<file path="config.mk">
export PLATFORM = sky130hd
export DESIGN_NAME = interleaved_gamma_encoder
export DESIGN_NICKNAME = d
export VERILOG_FILES = /design/src/design/igam_pkg.sv /design/src/design/igam_in_reg.sv /design/src/design/igam_code.sv /design/src/design/igam_packer.sv /design/src/design/interleaved_gamma_encoder.sv
export SDC_FILE = /design/constraint.sdc
export NUM_CORES = 1
export LEC_CHECK = 0
export BUFFER_PORTS_ARGS = -buffer_cell sky130_fd_sc_hd__clkbuf_2
export CORE_MARGIN = 10
export CORE_UTILIZATION = 25
export CTS_BUF_LIST = sky130_fd_sc_hd__clkbuf_8 sky130_fd_sc_hd__clkbuf_16
export CTS_CLUSTER_SIZE = 12
export DETAILED_ROUTE_END_ITERATION = 12
export MAX_ROUTING_LAYER = met4
export PLACE_DENSITY = 0.39
export SYNTH_ARGS = -nofsm -noshare
export SYNTH_HDL_FRONTEND = slang
export SYNTH_SLANG_ARGS = --single-unit
</file>
<file path="constraint.sdc">
create_clock -name clock -period 5.2 [get_ports clock]
set_input_delay 0.26 -clock clock [delete_from_list [all_inputs] [get_ports clock]]
set_output_delay 0.26 -clock clock [all_outputs]
set_load 0.01 [all_outputs]
</file>
<file path="src/design/igam_pkg.sv">
`default_nettype none
package igam_pkg;

   localparam int ValueBits = 32;
   localparam logic [ValueBits-1:0] ValueMax = 32'h4000_0000;
   localparam int TopBit = 30;
   localparam int CodeBits = 2 * TopBit + 1;
   localparam int LenBits = $clog2(CodeBits + 1);
   localparam int ByteBits = 8;
   localparam int AccBits = CodeBits + ByteBits - 1;
   localparam int CntBits = $clog2(AccBits + 1);
   localparam int WordBytes = 8;
   localparam int BmodBits = $clog2(WordBytes);

   typedef struct packed {
      logic                ok;
      logic                last;
      logic [CodeBits-1:0] code;
      logic [LenBits-1:0]  len;
   } igam_item_type;

   // Interleave pairs (0, value bit) from the LSB up, then the closing 1 at the top bit.
   function automatic igam_item_type encode(input logic [ValueBits-1:0] value,
                                            input logic last);
      igam_item_type item;
      logic [TopBit:0] v;
      logic [LenBits-1:0] top;
      item.ok = (value != '0) && (value <= ValueMax);
      item.last = last;
      item.code = '0;
      v = value[TopBit:0];
      top = '0;
      for (int k = 0; k < TopBit; k++) begin
         if (v[k]) begin
            top = LenBits'(k);
         end
         if ((v >> (k + 1)) != '0) begin
            item.code[2*k+1] = v[k];
         end else begin
            item.code[2*k] = v[k];
         end
      end
      // nothing sits above the highest bit, so it can only close the code
      if (v[TopBit]) begin
         top = LenBits'(TopBit);
      end
      item.code[2*TopBit] = v[TopBit];
      item.len = LenBits'({top, 1'b1});
      return item;
   endfunction

endpackage
`default_nettype wire

</file>
<file path="src/design/igam_in_reg.sv">
`default_nettype none
module igam_in_reg (
   input  wire logic                            clock,
   input  wire logic                            reset,
   input  wire logic                            req_tvalid,
   output logic                                 req_tready,
   input  wire logic [igam_pkg::ValueBits-1:0]  req_tdata,
   input  wire logic                            req_tlast,
   input  wire logic                            take,
   output logic                                 word_valid,
   output logic [igam_pkg::ValueBits-1:0]       word_value,
   output logic                                 word_last
);
   import igam_pkg::*;

   logic                 valid_ff, valid_in;
   logic [ValueBits-1:0] value_ff;
   logic                 last_ff;

   assign req_tready = !valid_ff || take;

   always_comb begin
      valid_in = valid_ff;
      if (req_tready) begin
         valid_in = req_tvalid;
      end
   end

   always_ff @(posedge clock) begin
      if (reset) begin
         valid_ff <= 1'b0;
      end else begin
         valid_ff <= valid_in;
      end
      if (req_tvalid && req_tready) begin
         value_ff <= req_tdata;
         last_ff  <= req_tlast;
      end
   end

   assign word_valid = valid_ff;
   assign word_value = value_ff;
   assign word_last  = last_ff;

endmodule
`default_nettype wire

</file>
<file path="src/design/igam_code.sv">
`default_nettype none
module igam_code (
   input  wire logic [igam_pkg::ValueBits-1:0] value,
   input  wire logic                           last,
   output igam_pkg::igam_item_type             item
);
   import igam_pkg::*;

   assign item = encode(value, last);

endmodule
`default_nettype wire

</file>
<file path="src/design/igam_packer.sv">
`default_nettype none
module igam_packer (
   input  wire logic                            clock,
   input  wire logic                            reset,
   input  wire logic                            component_mode,
   input  wire logic                            item_valid,
   input  wire igam_pkg::igam_item_type         item,
   output logic                                 take,
   output logic                                 rsp_tvalid,
   input  wire logic                            rsp_tready,
   output logic [igam_pkg::ByteBits-1:0]        rsp_tdata,
   output logic                                 rsp_tlast,
   output logic                                 rsp_tuser
);
   import igam_pkg::*;

   logic [AccBits-1:0]  acc_ff, acc_in;
   logic [CntBits-1:0]  cnt_ff, cnt_in;
   logic [BmodBits-1:0] bmod_ff, bmod_in, bmod_step;
   logic                fin_ff, fin_in;
   logic                xtra_ff, xtra_in;
   logic                err_ff, err_in;
   logic                disc_ff, disc_in;
   logic                rsp_valid_ff;
   logic [ByteBits-1:0] rsp_data_ff;
   logic                rsp_last_ff, rsp_err_ff;

   logic                out_free, emit, e_last, e_err, idle_after;
   logic [ByteBits-1:0] e_byte;

   always_comb begin
      out_free = !rsp_valid_ff || rsp_tready;
      acc_in   = acc_ff;
      cnt_in   = cnt_ff;
      bmod_in  = bmod_ff;
      fin_in   = fin_ff;
      xtra_in  = xtra_ff;
      err_in   = err_ff;
      disc_in  = disc_ff;
      emit     = 1'b0;
      e_byte   = '0;
      e_last   = 1'b0;
      e_err    = 1'b0;
      take     = 1'b0;
      bmod_step = (bmod_ff == BmodBits'(WordBytes - 1)) ? '0 : bmod_ff + 1'b1;

      if (err_ff) begin
         if (out_free) begin
            emit   = 1'b1;
            e_last = 1'b1;
            e_err  = 1'b1;
            err_in = 1'b0;
         end
      end else if (xtra_ff) begin
         if (out_free) begin
            emit    = 1'b1;
            e_last  = 1'b1;
            xtra_in = 1'b0;
         end
      end else if (cnt_ff >= CntBits'(ByteBits) || (fin_ff && cnt_ff != '0)) begin
         if (out_free) begin
            emit   = 1'b1;
            e_byte = acc_ff[ByteBits-1:0];
            acc_in = acc_ff >> ByteBits;
            cnt_in = (cnt_ff >= CntBits'(ByteBits)) ? cnt_ff - CntBits'(ByteBits) : '0;
            if (fin_ff && cnt_in == '0) begin
               // block ends: pad done, maybe append the zero marker word
               fin_in  = 1'b0;
               bmod_in = '0;
               if (!component_mode && bmod_step == '0) begin
                  xtra_in = 1'b1;
               end else begin
                  e_last = 1'b1;
               end
            end else begin
               bmod_in = bmod_step;
            end
         end
      end

      idle_after = !err_in && !xtra_in && !fin_in && (cnt_in < CntBits'(ByteBits));

      if (idle_after && item_valid) begin
         take = 1'b1;
         if (disc_ff) begin
            if (item.last) begin
               disc_in = 1'b0;
            end
         end else if (!item.ok) begin
            err_in  = 1'b1;
            acc_in  = '0;
            cnt_in  = '0;
            bmod_in = '0;
            disc_in = !item.last;
         end else begin
            acc_in = acc_in | (AccBits'(item.code) << cnt_in[2:0]);
            cnt_in = cnt_in + CntBits'(item.len);
            fin_in = item.last;
         end
      end
   end

   always_ff @(posedge clock) begin
      if (reset) begin
         acc_ff       <= '0;
         cnt_ff       <= '0;
         bmod_ff      <= '0;
         fin_ff       <= 1'b0;
         xtra_ff      <= 1'b0;
         err_ff       <= 1'b0;
         disc_ff      <= 1'b0;
         rsp_valid_ff <= 1'b0;
      end else begin
         acc_ff  <= acc_in;
         cnt_ff  <= cnt_in;
         bmod_ff <= bmod_in;
         fin_ff  <= fin_in;
         xtra_ff <= xtra_in;
         err_ff  <= err_in;
         disc_ff <= disc_in;
         if (out_free) begin
            rsp_valid_ff <= emit;
         end
      end
      if (out_free && emit) begin
         rsp_data_ff <= e_byte;
         rsp_last_ff <= e_last;
         rsp_err_ff  <= e_err;
      end
   end

   assign rsp_tvalid = rsp_valid_ff;
   assign rsp_tdata  = rsp_data_ff;
   assign rsp_tlast  = rsp_last_ff;
   assign rsp_tuser  = rsp_err_ff;

`ifndef ASSERT_OFF
   a_err_word: assert property (@(posedge clock) disable iff (reset)
      rsp_valid_ff && rsp_err_ff |-> rsp_last_ff && rsp_data_ff == '0)
      else $error("error word without end of block or with data");
   a_cnt_range: assert property (@(posedge clock) disable iff (reset)
      cnt_ff <= CntBits'(AccBits))
      else $error("bit count beyond accumulator");
   a_acc_clean: assert property (@(posedge clock) disable iff (reset)
      (acc_ff >> cnt_ff) == '0)
      else $error("stale bits above pending count");
   a_xtra_alone: assert property (@(posedge clock) disable iff (reset)
      xtra_ff |-> cnt_ff == '0 && !fin_ff && !err_ff)
      else $error("marker word pending with data left");
   a_err_alone: assert property (@(posedge clock) disable iff (reset)
      err_ff |-> cnt_ff == '0 && !fin_ff && bmod_ff == '0)
      else $error("error pending with data left");
`endif

endmodule
`default_nettype wire

</file>
<file path="src/design/interleaved_gamma_encoder.sv">
`default_nettype none
// Interleaved Elias-gamma encoder.
// req channel: one word per value. req_tdata is the unsigned value (valid 1 to 2^30),
// req_tlast marks the last value of a block. rsp channel: one code byte per word,
// earliest code bit in bit 0; rsp_tlast marks the final byte of a block (after the
// zero padding and, outside component mode, the zero marker byte appended when the
// block's byte count is a multiple of eight); rsp_tuser flags an error word (out of
// range value), which also ends the block; later values up to req_tlast are dropped.
// csr_we/csr_wdata set component_mode; write it only while the block is idle.
// Path: a value is held in the input register, merged into the bit accumulator when
// the packer takes it, and its bytes leave through the output register to rsp.
// Throughput: values that complete no byte are taken one per cycle; otherwise the
// byte-wide output register sets the pace, one byte per cycle while rsp_tready is
// high, up to ten bytes per value.
// A stall on rsp_tready holds the output register; the accumulator still takes values
// until a whole byte waits in it, then the input register fills and req_tready drops.
// Reset clears the accumulator, byte count, discard state and component_mode.
module interleaved_gamma_encoder (
   input  wire logic        clock,
   input  wire logic        reset,
   input  wire logic        csr_we,
   input  wire logic        csr_wdata,   // component_mode
   input  wire logic        req_tvalid,
   output logic             req_tready,
   input  wire logic [31:0] req_tdata,   // [31:0] value
   input  wire logic        req_tlast,   // last_value
   output logic             rsp_tvalid,
   input  wire logic        rsp_tready,
   output logic [7:0]       rsp_tdata,   // [7:0] out_byte
   output logic             rsp_tlast,   // end_of_block
   output logic             rsp_tuser    // error
);
   import igam_pkg::*;

   logic                 mode_ff;
   logic                 take;
   logic                 word_valid;
   logic [ValueBits-1:0] word_value;
   logic                 word_last;
   igam_item_type        item;

   always_ff @(posedge clock) begin
      if (reset) begin
         mode_ff <= 1'b0;
      end else if (csr_we) begin
         mode_ff <= csr_wdata;
      end
   end

   igam_in_reg u_in_reg (
      .clock      (clock),
      .reset      (reset),
      .req_tvalid (req_tvalid),
      .req_tready (req_tready),
      .req_tdata  (req_tdata),
      .req_tlast  (req_tlast),
      .take       (take),
      .word_valid (word_valid),
      .word_value (word_value),
      .word_last  (word_last)
   );

   igam_code u_code (
      .value (word_value),
      .last  (word_last),
      .item  (item)
   );

   igam_packer u_packer (
      .clock          (clock),
      .reset          (reset),
      .component_mode (mode_ff),
      .item_valid     (word_valid),
      .item           (item),
      .take           (take),
      .rsp_tvalid     (rsp_tvalid),
      .rsp_tready     (rsp_tready),
      .rsp_tdata      (rsp_tdata),
      .rsp_tlast      (rsp_tlast),
      .rsp_tuser      (rsp_tuser)
   );

endmodule
`default_nettype wire

</file>
==> impl_results.md, run 1 <==
* Library cell occupying the most area in the post-synthesis netlist: dfxtp_1
* Initial core utilization at 25.4%
* Horizontal die dimension at 208 um
* Clock period minus worst slack at 3840 ps
* Pin count of the biggest net entering global routing at 66
* Syn nets at 1121
* Power density normalized to cell area at 473 nW/um^2
* Vias per Instance at 5.26
* Share of layout cells above drive strength 1 at 14.1%
* Latest clock arrival within the worst-skew pair at 440 ps
* Count of input and output buffers at 50
* Crit-path slowest cell: nor3_2
* Mean instance size in the synthesized netlist at 8.21 um^2
* Max FO, Critical Path at 28
* Area growth from synthesis to layout at 16.7%
* Via count of the first global-routing pass at 7835
* Type of the setup path with the least slack: flip-flop to flip-flop
* Setup repair after global routing missed its margin: false
* Post-layout nets at 1148
* Die Footprint at 43100 um^2
* Number of iterations in the first detailed-routing pass at 5
* Hold Crit Start: req_tvalid
* Count of pins over their slew limit at 0
* Number of enable flip-flop cells after synthesis at 43
* Slack of the worst reg-to-reg path at 1360 ps
* Number of buffers added by the clock tree synthesis step at 17
* Global placer's final weighted congestion at 0.855
* Total routed wirelength at 30.7 mm
* Number of cells traversed by the worst hold path at 3
* Setup crit end kind: flip-flop
* Number of DRC markers in iteration 0 at 504
* Ys async rst share at 0%
* CTS tree: built
* Maximum count of clock buffers along a single path at 2
* Area share of the leading cell type in the synthesized netlist at 19.3%
* GR Util All Layers at 14.3%
* Critical Path AT at 4180 ps
* Count of unresolved DRC violations after routing at 0
* Ranking of synthesized cells by area: dfxtp_1 19%, edfxtp_1 15%, nand2_1 5.9%
* R2R Path End: u_packer.acc_ff[8]$_SDFF_PP0_
* Chip height at 208 um
* Share of the yosys chip area belonging to registers at 34.0%
* Dominant delay contributor by cell family on the critical path: simple AND/OR/NAND/NOR gates
* I/O pin count at 51
* Post-Route Setup TNS at 0 ps
* Worst Tran Pin Value at 1020 ps
* Worst ir drop on vdd at 228 uV
* Number of antenna cells inserted at 0
* Logic depth of the worst register-to-register path at 12
* Post-synthesis sequential element count at 128
* Endpoint of the worst hold-timing path: u_in_reg.word_valid$_SDFFE_PP0N_
* Worst clock skew at 15.1 ps
* Core footprint at 34600 um^2
* Cell occurring most often along the worst timing path: o21ai_4
* Synth Warn # at 0
* Flip-flop cell with the highest count after synthesis: dfxtp_1
* Hold violation total from the final report at 0
* Gate count after technology mapping at 1072
* Cell Chain, Critical Path: inv_1 > ha_1 > nor3b_2 > o21ai_4 > o21ai_4 > clkinv_2 > buf_4 > nand2_1 > a21oi_1 > nor3_2 > a21boi_1 > a221oi_2
* Post-CTS setup buffer count at 0
* First-pass GRT wire length at 48.1 mm
* F_max at 0.260 GHz
* Final count of negative-setup-slack endpoints at 0
* Leak Pwr at 3.49 nW
* Count of antenna-violating nets left after detailed routing at 0
* Average detailed-routed wire length per instance at 19.6 um
* Worst Hold Slack at 60.5 ps
* Worst min path class: primary input to flip-flop
* Slew margin rel. at 31.7%
* Setup crit start kind: flip-flop
* Clock Sinks at 128
* CTS Hold Bufs at 33
* Number of H-tree branching levels at 4
* Cell area after synthesis at 8800 um^2
* Startpoint of the worst-slack reg-to-reg timing path: u_packer.cnt_ff[4]$_SDFF_PP0_
* Root Buffer Master: clkbuf_16
* Synth unique cells at 97
* Required time reported for the critical path endpoint at 5540 ps
* Number of maximum-capacitance violations at 0
* CP max stage delay at 480 ps
* WP buf/inv at 3
* Number of placement rows at 68
* Top post-synthesis cells by count: 139 x nand2_1, 125 x nor2_1, 85 x dfxtp_1, 65 x a21oi_1, 51 x a31oi_1
* Result of the run: complete, no violations
* Post-DP HPWL at 22.0 mm
* Count of vias placed by the detailed router at 8244
* Top-count cell post-synth: nand2_1
* Share of the cycle needed by the critical path after routing at 73.9%
* Total grt overflow at 0
* Clock-pin slew reported for the worst setup and hold paths after clock tree synthesis at 60 ps
* Post-CTS resize count at 0
* Number of antenna violations at the first check in global routing at 0
-- worst max-delay path by stage --
stage                                  start                       endpoint  slack, ps  depth (start not counted)
5_1_grt        u_packer.cnt_ff[4]$_SDFF_PP0_  u_packer.acc_ff[8]$_SDFF_PP0_       1140                         12
3_3_place_gp   u_packer.cnt_ff[5]$_SDFF_PP0_  u_packer.acc_ff[8]$_SDFF_PP0_       1410                         10
2_1_floorplan  u_packer.cnt_ff[4]$_SDFF_PP0_  u_packer.cnt_ff[5]$_SDFF_PP0_       1820                         17
4_1_cts        u_packer.cnt_ff[5]$_SDFF_PP0_  u_packer.acc_ff[8]$_SDFF_PP0_       1360                         10
6_report       u_packer.cnt_ff[4]$_SDFF_PP0_  u_packer.acc_ff[8]$_SDFF_PP0_       1360                         12
3_5_place_dp   u_packer.cnt_ff[4]$_SDFF_PP0_  u_packer.acc_ff[8]$_SDFF_PP0_       1390                         12
-- layout by cell type, fill, tap and decap left out, drive strengths merged, types with 17 or more instances in the layout --
cell         synthesis  final
nand2              140    140
nor2               129    129
dfxtp               85     85
clkbuf              37     68
a21oi               66     66
a31oi               51     51
o21ai               51     51
mux2i               48     48
edfxtp              43     43
nand3               34     34
dlygate4sd3          0     33
o22ai               31     31
inv                 21     27
nor3                21     21
buf                 57     19
xnor2               18     18
o211ai              17     17
-- state kept, by name (all words and copies together), names as in the netlist --
register	count
u_packer.xtra_ff	1
u_packer.err_ff	1
mode_ff	1
u_in_reg.word_last	1
u_packer.fin_ff	1
u_in_reg.word_value	32
u_packer.rsp_tvalid	1
u_in_reg.word_valid	1
u_packer.bmod_ff	3
u_packer.rsp_tuser	1
u_packer.disc_ff	1
u_packer.rsp_tdata	8
u_packer.acc_ff	68
u_packer.rsp_tlast	1
u_packer.cnt_ff	7
-- cell families (layout without fill, tap and decap cells) --
logic type	count (synthesis)	after routing	share of synthesized area, %
adder cells (fa/ha/maj)	10	10	1.51
multiplexers	53	53	6.10
flip-flops	128	128	34.0
AND/OR/NAND/NOR	402	402	21.5
buffers and inverters	118	158	6.74
AO/OA/AOI/OAI	340	340	28.1
XOR/XNOR	21	21	2.09
-- stage by stage --
stage                     area, um^2  utilization [%]  power [W]  worst slack (ps)  instances
final                          10300             29.7    0.00485              1360       1567
after global routing           10300             29.7    0.00518              1140       1567
after CTS                      10300             29.7    0.00491              1360       1567
after detailed placement        9310             26.9    0.00357              1390       1502
after global placement          9310             26.9    0.00358              1410       1502
after floorplan                 8800                -    0.00296              1820       1072
-- worst min-delay path: cells and delay by family --
kind            cells  cell delay, ps
simple gates        1              70
compound gates      1              40
buf+inv             1              90
-- metal layers --
layer / wire, um / vias up / part of all wire, % / track usage [%]
met1: 16000 / 3961 / 52 / 20.6
met4: 378 / 0 / 1.2 / 3.36
met5: 0 / - / 0 / -
met2: 13100 / 216 / 42 / 20.4
li1: - / 4048 / - / -
met3: 1290 / 19 / 4.2 / 2.11
-- cell type report --
cell class                      count  area [um^2]
Fill cell                        3725        24400
Multi-Input combinational cell    826         5240
Sequential cell                   128         2990
Timing Repair Buffer              102          748
Tap cell                          455          569
Clock buffer                       18          450
Clock inverter                     14          178
Inverter                           24         91.3
-- report_power, final --
| group | internal (W) | switching, W |
|---|---|---|
| clock network | 0.000792 | 0.000517 |
| registers | 0.00126 | 0.000206 |
| logic | 0.000725 | 0.00135 |
(Power assumes the default switching activity.)
==> inputs of run 2 (changes only) <==
PLACE_DENSITY = 0.41   (was 0.39)
clock period = 3.41 ns   (was 5.2 ns; I/O delays follow)
==> run 2 against run 1 <==
  * Clock power grew 48%
  * Largest power group unchanged
  * Largest cell class unchanged
  * Sequential power increased by 46%
  * Clock skew down 7.1 ps
  * Final area up 6.0%
  * Maximum frequency rose by 20%
  * Combinational power up 71%
  * Count of clock-buffer cells in the layout decreased by 1
  * Global-route usage about the same
  * First-iteration DRC count up 36%
  * Sequential share of layout area fell by 1.6 points
  * Worst setup slack lost 1100 ps
==> impl_results.md, run 2 (synthesis results as in run 1) <==
* Setup repair after global routing missed its margin: true
* Type of the setup path with the least slack: flip-flop to flip-flop
* Cell occurring most often along the worst timing path: o31a_1
* Number of DRC markers in iteration 0 at 683 (+36%)
* Setup crit end kind: flip-flop
* Worst min path class: primary input to flip-flop
* GR Util All Layers at 14.3% (-0.040 points)
* Post-Route Setup TNS at 0 ps (unchanged)
* Startpoint of the most critical setup path: u_in_reg.word_value[5]$_DFFE_PP_
* Dominant delay contributor by cell family on the critical path: compound AO/OA/AOI/OAI gates
* First-pass GRT wire length at 48.0 mm (-0.16%)
* CTS tree: built
* Critical Path AT at 3510 ps (-670 ps)
* Global placer's final weighted congestion at 0.882 (+3.2%)
* Pin count of the biggest net entering global routing at 74 (+12%)
* Worst clock skew at 8.03 ps (-7.10 ps)
* Max FO, Critical Path at 4 (-86%)
* Count of pins over their slew limit at 0 (unchanged)
* Worst Tran Pin Value at 698 ps (-327 ps)
* Share of layout cells above drive strength 1 at 19.6% (+5.5 points)
* Leak Pwr at 3.84 nW (+9.8%)
* Count of unresolved DRC violations after routing at 0 (unchanged)
* Final count of negative-setup-slack endpoints at 0 (unchanged)
* Result of the run: complete, no violations
* Number of maximum-capacitance violations at 0 (unchanged)
* Count of input and output buffers at 50 (unchanged)
* F_max at 0.313 GHz (+20%)
* P_sw at 0.00323 W (+56%)
* Hold violation total from the final report at 0 (unchanged)
* Count of antenna-violating nets left after detailed routing at 0 (unchanged)
* Initial core utilization at 25.4% (unchanged)
* Area growth from synthesis to layout at 23.6%
* Latest clock arrival within the worst-skew pair at 440 ps (about the same)
* Crit-path slowest cell: edfxtp_1
* Root Buffer Master: clkbuf_16
* WP buf/inv at 1 (-2)
* Number of iterations in the first detailed-routing pass at 7 (+2)
* Cell Chain, Critical Path: o31a_1 > o31a_1 > o31ai_2 > a311oi_1 > o31a_1 > o31ai_1 > a21o_1 > ha_4 > a21oi_2 > inv_1 > a31oi_2 > o21bai_1 > a21oi_1 > xor2_1 > o41ai_2
* I/O pin count at 51 (unchanged)
* Worst ir drop on vdd at 559 uV (+150%)
* Die Footprint at 43100 um^2 (unchanged)
* Total grt overflow at 0 (unchanged)
* Horizontal die dimension at 208 um (unchanged)
* Most common library cell in the layout ignoring fill and taps: nand2_1
* Slew margin rel. at 53.2% (+21 points)
* Switching share of power at 42.3% (-0.46 points)
* Number of buffers added by the clock tree synthesis step at 17 (unchanged)
* Most flops, register: u_packer.acc_ff
* Via count of the first global-routing pass at 8047 (+2.7%)
* Post-layout nets at 1214 (+5.7%)
* Share of the cycle needed by the critical path after routing at 93.8% (+20 points)
* Part of the total power dissipated in the clock network at 25.4% (-1.6 points)
* Count of vias placed by the detailed router at 8453 (+2.5%)
* Clock period minus worst slack at 3200 ps (-645 ps)
* Vias per Instance at 5.18 (-1.6%)
* Placed cell areas at 9840 um^2 (+5.7%)
* Number of placement rows at 68 (unchanged)
* Final standard cell area without fillers at 10900 um^2 (+6.0%)
* Number of filler instances in the final layout at 3671 (-1.4%)
* Hold Crit Start: rsp_tready
* Maximum count of clock buffers along a single path at 2 (unchanged)
* Total internal power at 0.00441 W (+59%)
* Clock Sinks at 128 (unchanged)
* CP max stage delay at 440 ps (-40 ps)
* Number of antenna violations at the first check in global routing at 0 (unchanged)
* Sequential share of power at 28.1% (-2.1 points)
* Number of flip-flops under the largest register name at 68 (unchanged)
* Required time reported for the critical path endpoint at 3720 ps (-1820 ps)
* Post-DP HPWL at 22.4 mm (+2.0%)
* Power density normalized to cell area at 702 nW/um^2 (+48%)
* Startpoint of the worst-slack reg-to-reg timing path: u_in_reg.word_value[5]$_DFFE_PP_
* Most frequent cells in the layout: 139 x nand2_1, 124 x nor2_1, 85 x dfxtp_1, 74 x buf_4, 63 x a21oi_1
* Setup crit start kind: flip-flop
* Clock-pin slew reported for the worst setup and hold paths after clock tree synthesis at 70 ps (about the same)
* Core footprint at 34600 um^2 (unchanged)
* Average detailed-routed wire length per instance at 18.8 um (-4.1%)
* Number of H-tree branching levels at 4 (unchanged)
* Chip height at 208 um (unchanged)
* Number of antenna cells inserted at 0 (unchanged)
* Total routed wirelength at 30.7 mm (about the same)
* Part of the total power dissipated in combinational logic at 46.5% (+3.7 points)
==> run 2: through the flow <==
stage / worst slack [ps] / power [W] / hold WS [ps] / instances / util [%]
after floorplan: 34.7 / 0.00451 / 240 / 1072 / -
final: 211 / 0.00764 / 107 / 1633 / 31.4
after detailed placement: -133 / 0.00567 / 349 / 1564 / 28.4
after global routing: -49.2 / 0.00815 / 154 / 1633 / 31.4
after global placement: -91.6 / 0.00568 / 347 / 1564 / 28.4
after CTS: 12.8 / 0.00768 / 104 / 1632 / 31.2
==> run 2: area by class of cell <==
class | count | area [um^2] | area share (%)
sequential | 128 | 2990 | 27.5
inverter | 24 | 91.3 | 0.839
clock inverter | 15 | 181 | 1.67
multi-input combinational | 826 | 5310 | 48.7
clock buffer | 17 | 425 | 3.91
tap | 455 | 569 | 5.23
timing repair buffer | 168 | 1320 | 12.1
==> run 2: final timing paths <==
kind / end / slack (ps) / depth (start not counted)
setup / recovery: u_packer.cnt_ff[5]$_SDFF_PP0_ / 210 / 15
hold / removal: u_packer.err_ff$_SDFF_PP0_ / 110 / 4
setup reg to reg: u_packer.cnt_ff[5]$_SDFF_PP0_ / 210 / 15
hold reg to reg: u_packer.acc_ff[62]$_SDFF_PP0_ / 450 / 2
==> run 2: per-layer routing <==
metal / vias to the layer above / wire length [um] / track usage, %
met4: 0 / 455 / 4.13
met1: 4017 / 15500 / 20.2
met3: 25 / 1300 / 1.90
met2: 222 / 13500 / 20.5
met5: - / 0 / -
li1: 4189 / - / -
==> run 2: timing repair <==
action                                  in CTS  in global routing
resized for setup                            3                 11
endpoints found under the setup margin       3                  4
buffers inserted                             0                  1
hold buffers                                36                  0
hold endpoints to repair                    35                  0
pin swaps                                    0                  3
==> run 2: worst min-delay path: cells and delay by family <==
family,cells,cell delay (ps)
AO/OA/AOI/OAI,1,60
buffers and inverters,1,90
AND/OR/NAND/NOR,2,180
==> run 2: power by group through the flow <==
stage / clock network [W] / logic (W) / registers, W
3_3_place_gp: 0 / 0.00350 / 0.00218
2_1_floorplan: 0 / 0.00238 / 0.00213
6_report: 0.00194 / 0.00355 / 0.00215
4_1_cts: 0.00199 / 0.00354 / 0.00215
5_1_grt: 0.00205 / 0.00390 / 0.00219
3_5_place_dp: 0 / 0.00349 / 0.00218
==> inputs of run 3 (changes only) <==
SETUP_SLACK_MARGIN = 0.5   (was default)
==> run 3 against run 2 <==
  * Die area did not move
  * Critical path depth rose by 1
  * Global-route usage up 0.17 points
  * Hold slack gained 12 ps
  * Sequential share of layout area decreased by 1.6 points
  * Combinational power is 9.3% higher
  * Core utilization is 2.0 points higher
  * Count of clock-buffer cells in the layout did not move
  * Clock skew about the same
  * Power grew 3.6%
  * Clock power is 3% lower
  * Critical endpoint is now u_packer.cnt_ff[6]$_SDFF_PP0_
  * Largest power group unchanged
==> impl_results.md, run 3 (synthesis results as in run 1) <==
* I/O pin count at 51 (unchanged)
* Startpoint of the worst-slack reg-to-reg timing path: u_in_reg.word_value[7]$_DFFE_PP_
* Highest routed layer: met4
* Type of the setup path with the least slack: flip-flop to flip-flop
* Final count of negative-setup-slack endpoints at 0 (unchanged)
* Worst min path class: primary input to flip-flop
* Slack of the critical path at 215 ps (+3.92 ps)
* Most frequent cells in the layout: 133 x nand2_1, 121 x nor2_1, 93 x buf_4, 83 x dfxtp_1, 57 x a21oi_1
* Detailed route wirelength on metal2 at 14.0 mm (+3.8%)
* Number of flip-flops under the largest register name at 68 (unchanged)
* CTS tree: built
* Worst clock skew at 8.44 ps (+0.403 ps)
* Setup WS pre-CTS at -40.3 ps (+92.4 ps)
* Setup crit end kind: flip-flop
* Number of maximum-capacitance violations at 0 (unchanged)
* Vias per Instance at 5.19 (+0.24%)
* Number of buffers added by the clock tree synthesis step at 17 (unchanged)
* Count of vias placed by the detailed router at 8634 (+2.1%)
* Most common library cell in the layout ignoring fill and taps: nand2_1
* Max FO, Critical Path at 2 (-2)
* Required time reported for the critical path endpoint at 3720 ps (about the same)
* Result of the run: complete, no violations
* Count of pins over their slew limit at 0 (unchanged)
* Root Buffer Master: clkbuf_16
* Clock period minus worst slack at 3190 ps (-3.92 ps)
* Area growth from synthesis to layout at 31.3%
* Count of unresolved DRC violations after routing at 0 (unchanged)
* Logic depth of the worst register-to-register path at 16 (+1)
* Post-layout nets at 1245 (+2.6%)
* Post-DP HPWL at 21.9 mm (-2.1%)
* Number of filler instances in the final layout at 3603 (-1.9%)
* First-pass GRT wire length at 48.9 mm (+1.9%)
* Switching share of power at 42.1% (-0.19 points)
* Chip height at 208 um (unchanged)
* Part of the total power dissipated in the clock network at 24.0% (-1.4 points)
* Post-Route Setup TNS at 0 ps (unchanged)
* Total internal power at 0.00458 W (+3.9%)
* Initial core utilization at 25.4% (unchanged)
* Global placer's final weighted congestion at 0.870 (-1.4%)
* Setup crit start kind: flip-flop
* Die Footprint at 43100 um^2 (unchanged)
* Hold violation total from the final report at 0 (unchanged)
* Core footprint at 34600 um^2 (unchanged)
* Share of layout cells above drive strength 1 at 25.6% (+6.0 points)
* Maximum count of clock buffers along a single path at 2 (unchanged)
* Via count of the first global-routing pass at 8297 (+3.1%)
* Number of antenna cells inserted at 0 (unchanged)
* Sequential share of power at 27.0% (-1.1 points)
* Number of iterations in the first detailed-routing pass at 5 (-2)
* Worst Tran Pin Value at 509 ps (-189 ps)
* Number of DRC markers in iteration 0 at 579 (-15%)
* Number of placement rows at 68 (unchanged)
* Count of antenna-violating nets left after detailed routing at 0 (unchanged)
* Part of the total power dissipated in combinational logic at 49.0% (+2.5 points)
* Slew margin rel. at 66.1% (+13 points)
* Worst ir drop on vdd at 576 uV (+3.0%)
* Slack of the worst reg-to-reg path at 220 ps (about the same)
* Power density normalized to cell area at 684 nW/um^2 (-2.5%)
* Critical Path AT at 3510 ps (about the same)
* Clock-pin slew reported for the worst setup and hold paths after clock tree synthesis at 60 ps (about the same)
* Average detailed-routed wire length per instance at 19.0 um (+0.78%)
* Latest clock arrival within the worst-skew pair at 430 ps (about the same)
* Setup repair after global routing missed its margin: true
* Total grt overflow at 0 (unchanged)
* Pin count of the biggest net entering global routing at 74 (unchanged)
* P_sw at 0.00333 W (+3.1%)
* Most flops, register: u_packer.acc_ff
* Post-layout util at 33.4% (+2.0 points)
* R2R Path End: u_packer.cnt_ff[6]$_SDFF_PP0_
* Number of antenna violations at the first check in global routing at 0 (unchanged)
* Post-Route M1 WL at 15.5 mm (about the same)
* Worst Hold Slack at 119 ps (+11.6 ps)
* Count of input and output buffers at 50 (unchanged)
* GR Util All Layers at 14.4% (+0.17 points)
* Share of the cycle needed by the critical path after routing at 93.7% (-0.11 points)
* Total routed wirelength at 31.5 mm (+2.7%)
* Endpoint of the worst hold-timing path: u_packer.err_ff$_SDFF_PP0_
* Number of H-tree branching levels at 4 (unchanged)
* Number of cells traversed by the worst hold path at 4 (unchanged)
* Detail Route met3 WL at 1.50 mm (+16%)
* Clock Sinks at 128 (unchanged)
* Hold Crit Start: rsp_tready
* F_max at 0.313 GHz (+0.12%)
* Leak Pwr at 4.12 nW (+7.4%)
* Horizontal die dimension at 208 um (unchanged)
## run 3: changes by cell type in the layout (fill, tap and decap cells not counted), moves of 5 or more
cell,delta
a21oi_2,+5
nand2_1,-6
buf_12,+6
a21oi_1,-6
buf_4,+19
o21ai_0,-10
o21ai_1,+6
## run 3: how the worst max path moves through the flow
stage	endpoint	startpoint	cells after the start	slack [ps]
global placement	u_packer.cnt_ff[6]$_SDFF_PP0_	u_in_reg.word_value[9]$_DFFE_PP_	15	2
CTS	u_packer.cnt_ff[5]$_SDFF_PP0_	u_in_reg.word_value[7]$_DFFE_PP_	17	160
finish	u_packer.cnt_ff[6]$_SDFF_PP0_	u_in_reg.word_value[7]$_DFFE_PP_	16	220
floorplan	u_packer.cnt_ff[5]$_SDFF_PP0_	u_in_reg.word_value[5]$_DFFE_PP_	16	340
detailed placement	u_packer.cnt_ff[6]$_SDFF_PP0_	u_in_reg.word_value[9]$_DFFE_PP_	15	-40
global route	u_packer.cnt_ff[5]$_SDFF_PP0_	u_in_reg.word_value[7]$_DFFE_PP_	17	-50
## run 3: critical path: stages, from the launching register on
cell	delay, ps
edfxtp_1	400
buf_4	150
nor3_2	160
o311ai_1	140
a21oi_1	190
o21ai_2	100
a2111oi_4	340
o41ai_2	120
a221o_1	360
fa_2	360
a21oi_1	140
nor2_1	50
nor2_1	140
nor2b_1	60
o21a_1	170
o21ai_1	120
a21oi_1	70
## run 3: what timing repair did
| item | CTS | global route |
|---|---|---|
| setup endpoints to repair | 75 | 78 |
| resized for setup | 26 | 69 |
| hold buffers | 36 | 0 |
| pin swaps | 4 | 13 |
| cloned | 2 | 1 |
| endpoints found under the hold margin | 35 | 0 |
| setup buffers | 12 | 22 |
## run 3: power by group through the flow
stage	Sequential, W	Combinational [W]	Clock [W]
2_1_floorplan	0.00213	0.00241	0
4_1_cts	0.00214	0.00367	0.00193
6_report	0.00214	0.00388	0.00189
5_1_grt	0.00217	0.00424	0.00200
3_3_place_gp	0.00217	0.00350	0
3_5_place_dp	0.00217	0.00347	0
## run 3: per-layer routing
| metal | up-vias | global-route usage [%] |
|---|---|---|
| li1 | 4248 | - |
| met1 | 4104 | 19.7 |
| met2 | 249 | 21.5 |
| met3 | 33 | 2.18 |
| met4 | 0 | 4.18 |
| met5 | - | - |
## run 3: stage by stage
stage	area (um^2)	cells	power, W
final	11600	1664	0.00791
after global routing	11600	1664	0.00842
after CTS	11100	1641	0.00774
after detailed placement	9840	1559	0.00564
after global placement	9840	1559	0.00567
after floorplan	8860	1072	0.00454
## run 3: final cells by class
type	count	area (um^2)	area share (%)
Tap cell	455	569	4.93
Sequential cell	128	3000	25.9
Clock buffer	17	425	3.68
Timing Repair Buffer	199	1700	14.7
Clock inverter	15	171	1.48
Multi-Input combinational cell	826	5600	48.4
Inverter	24	97.6	0.844
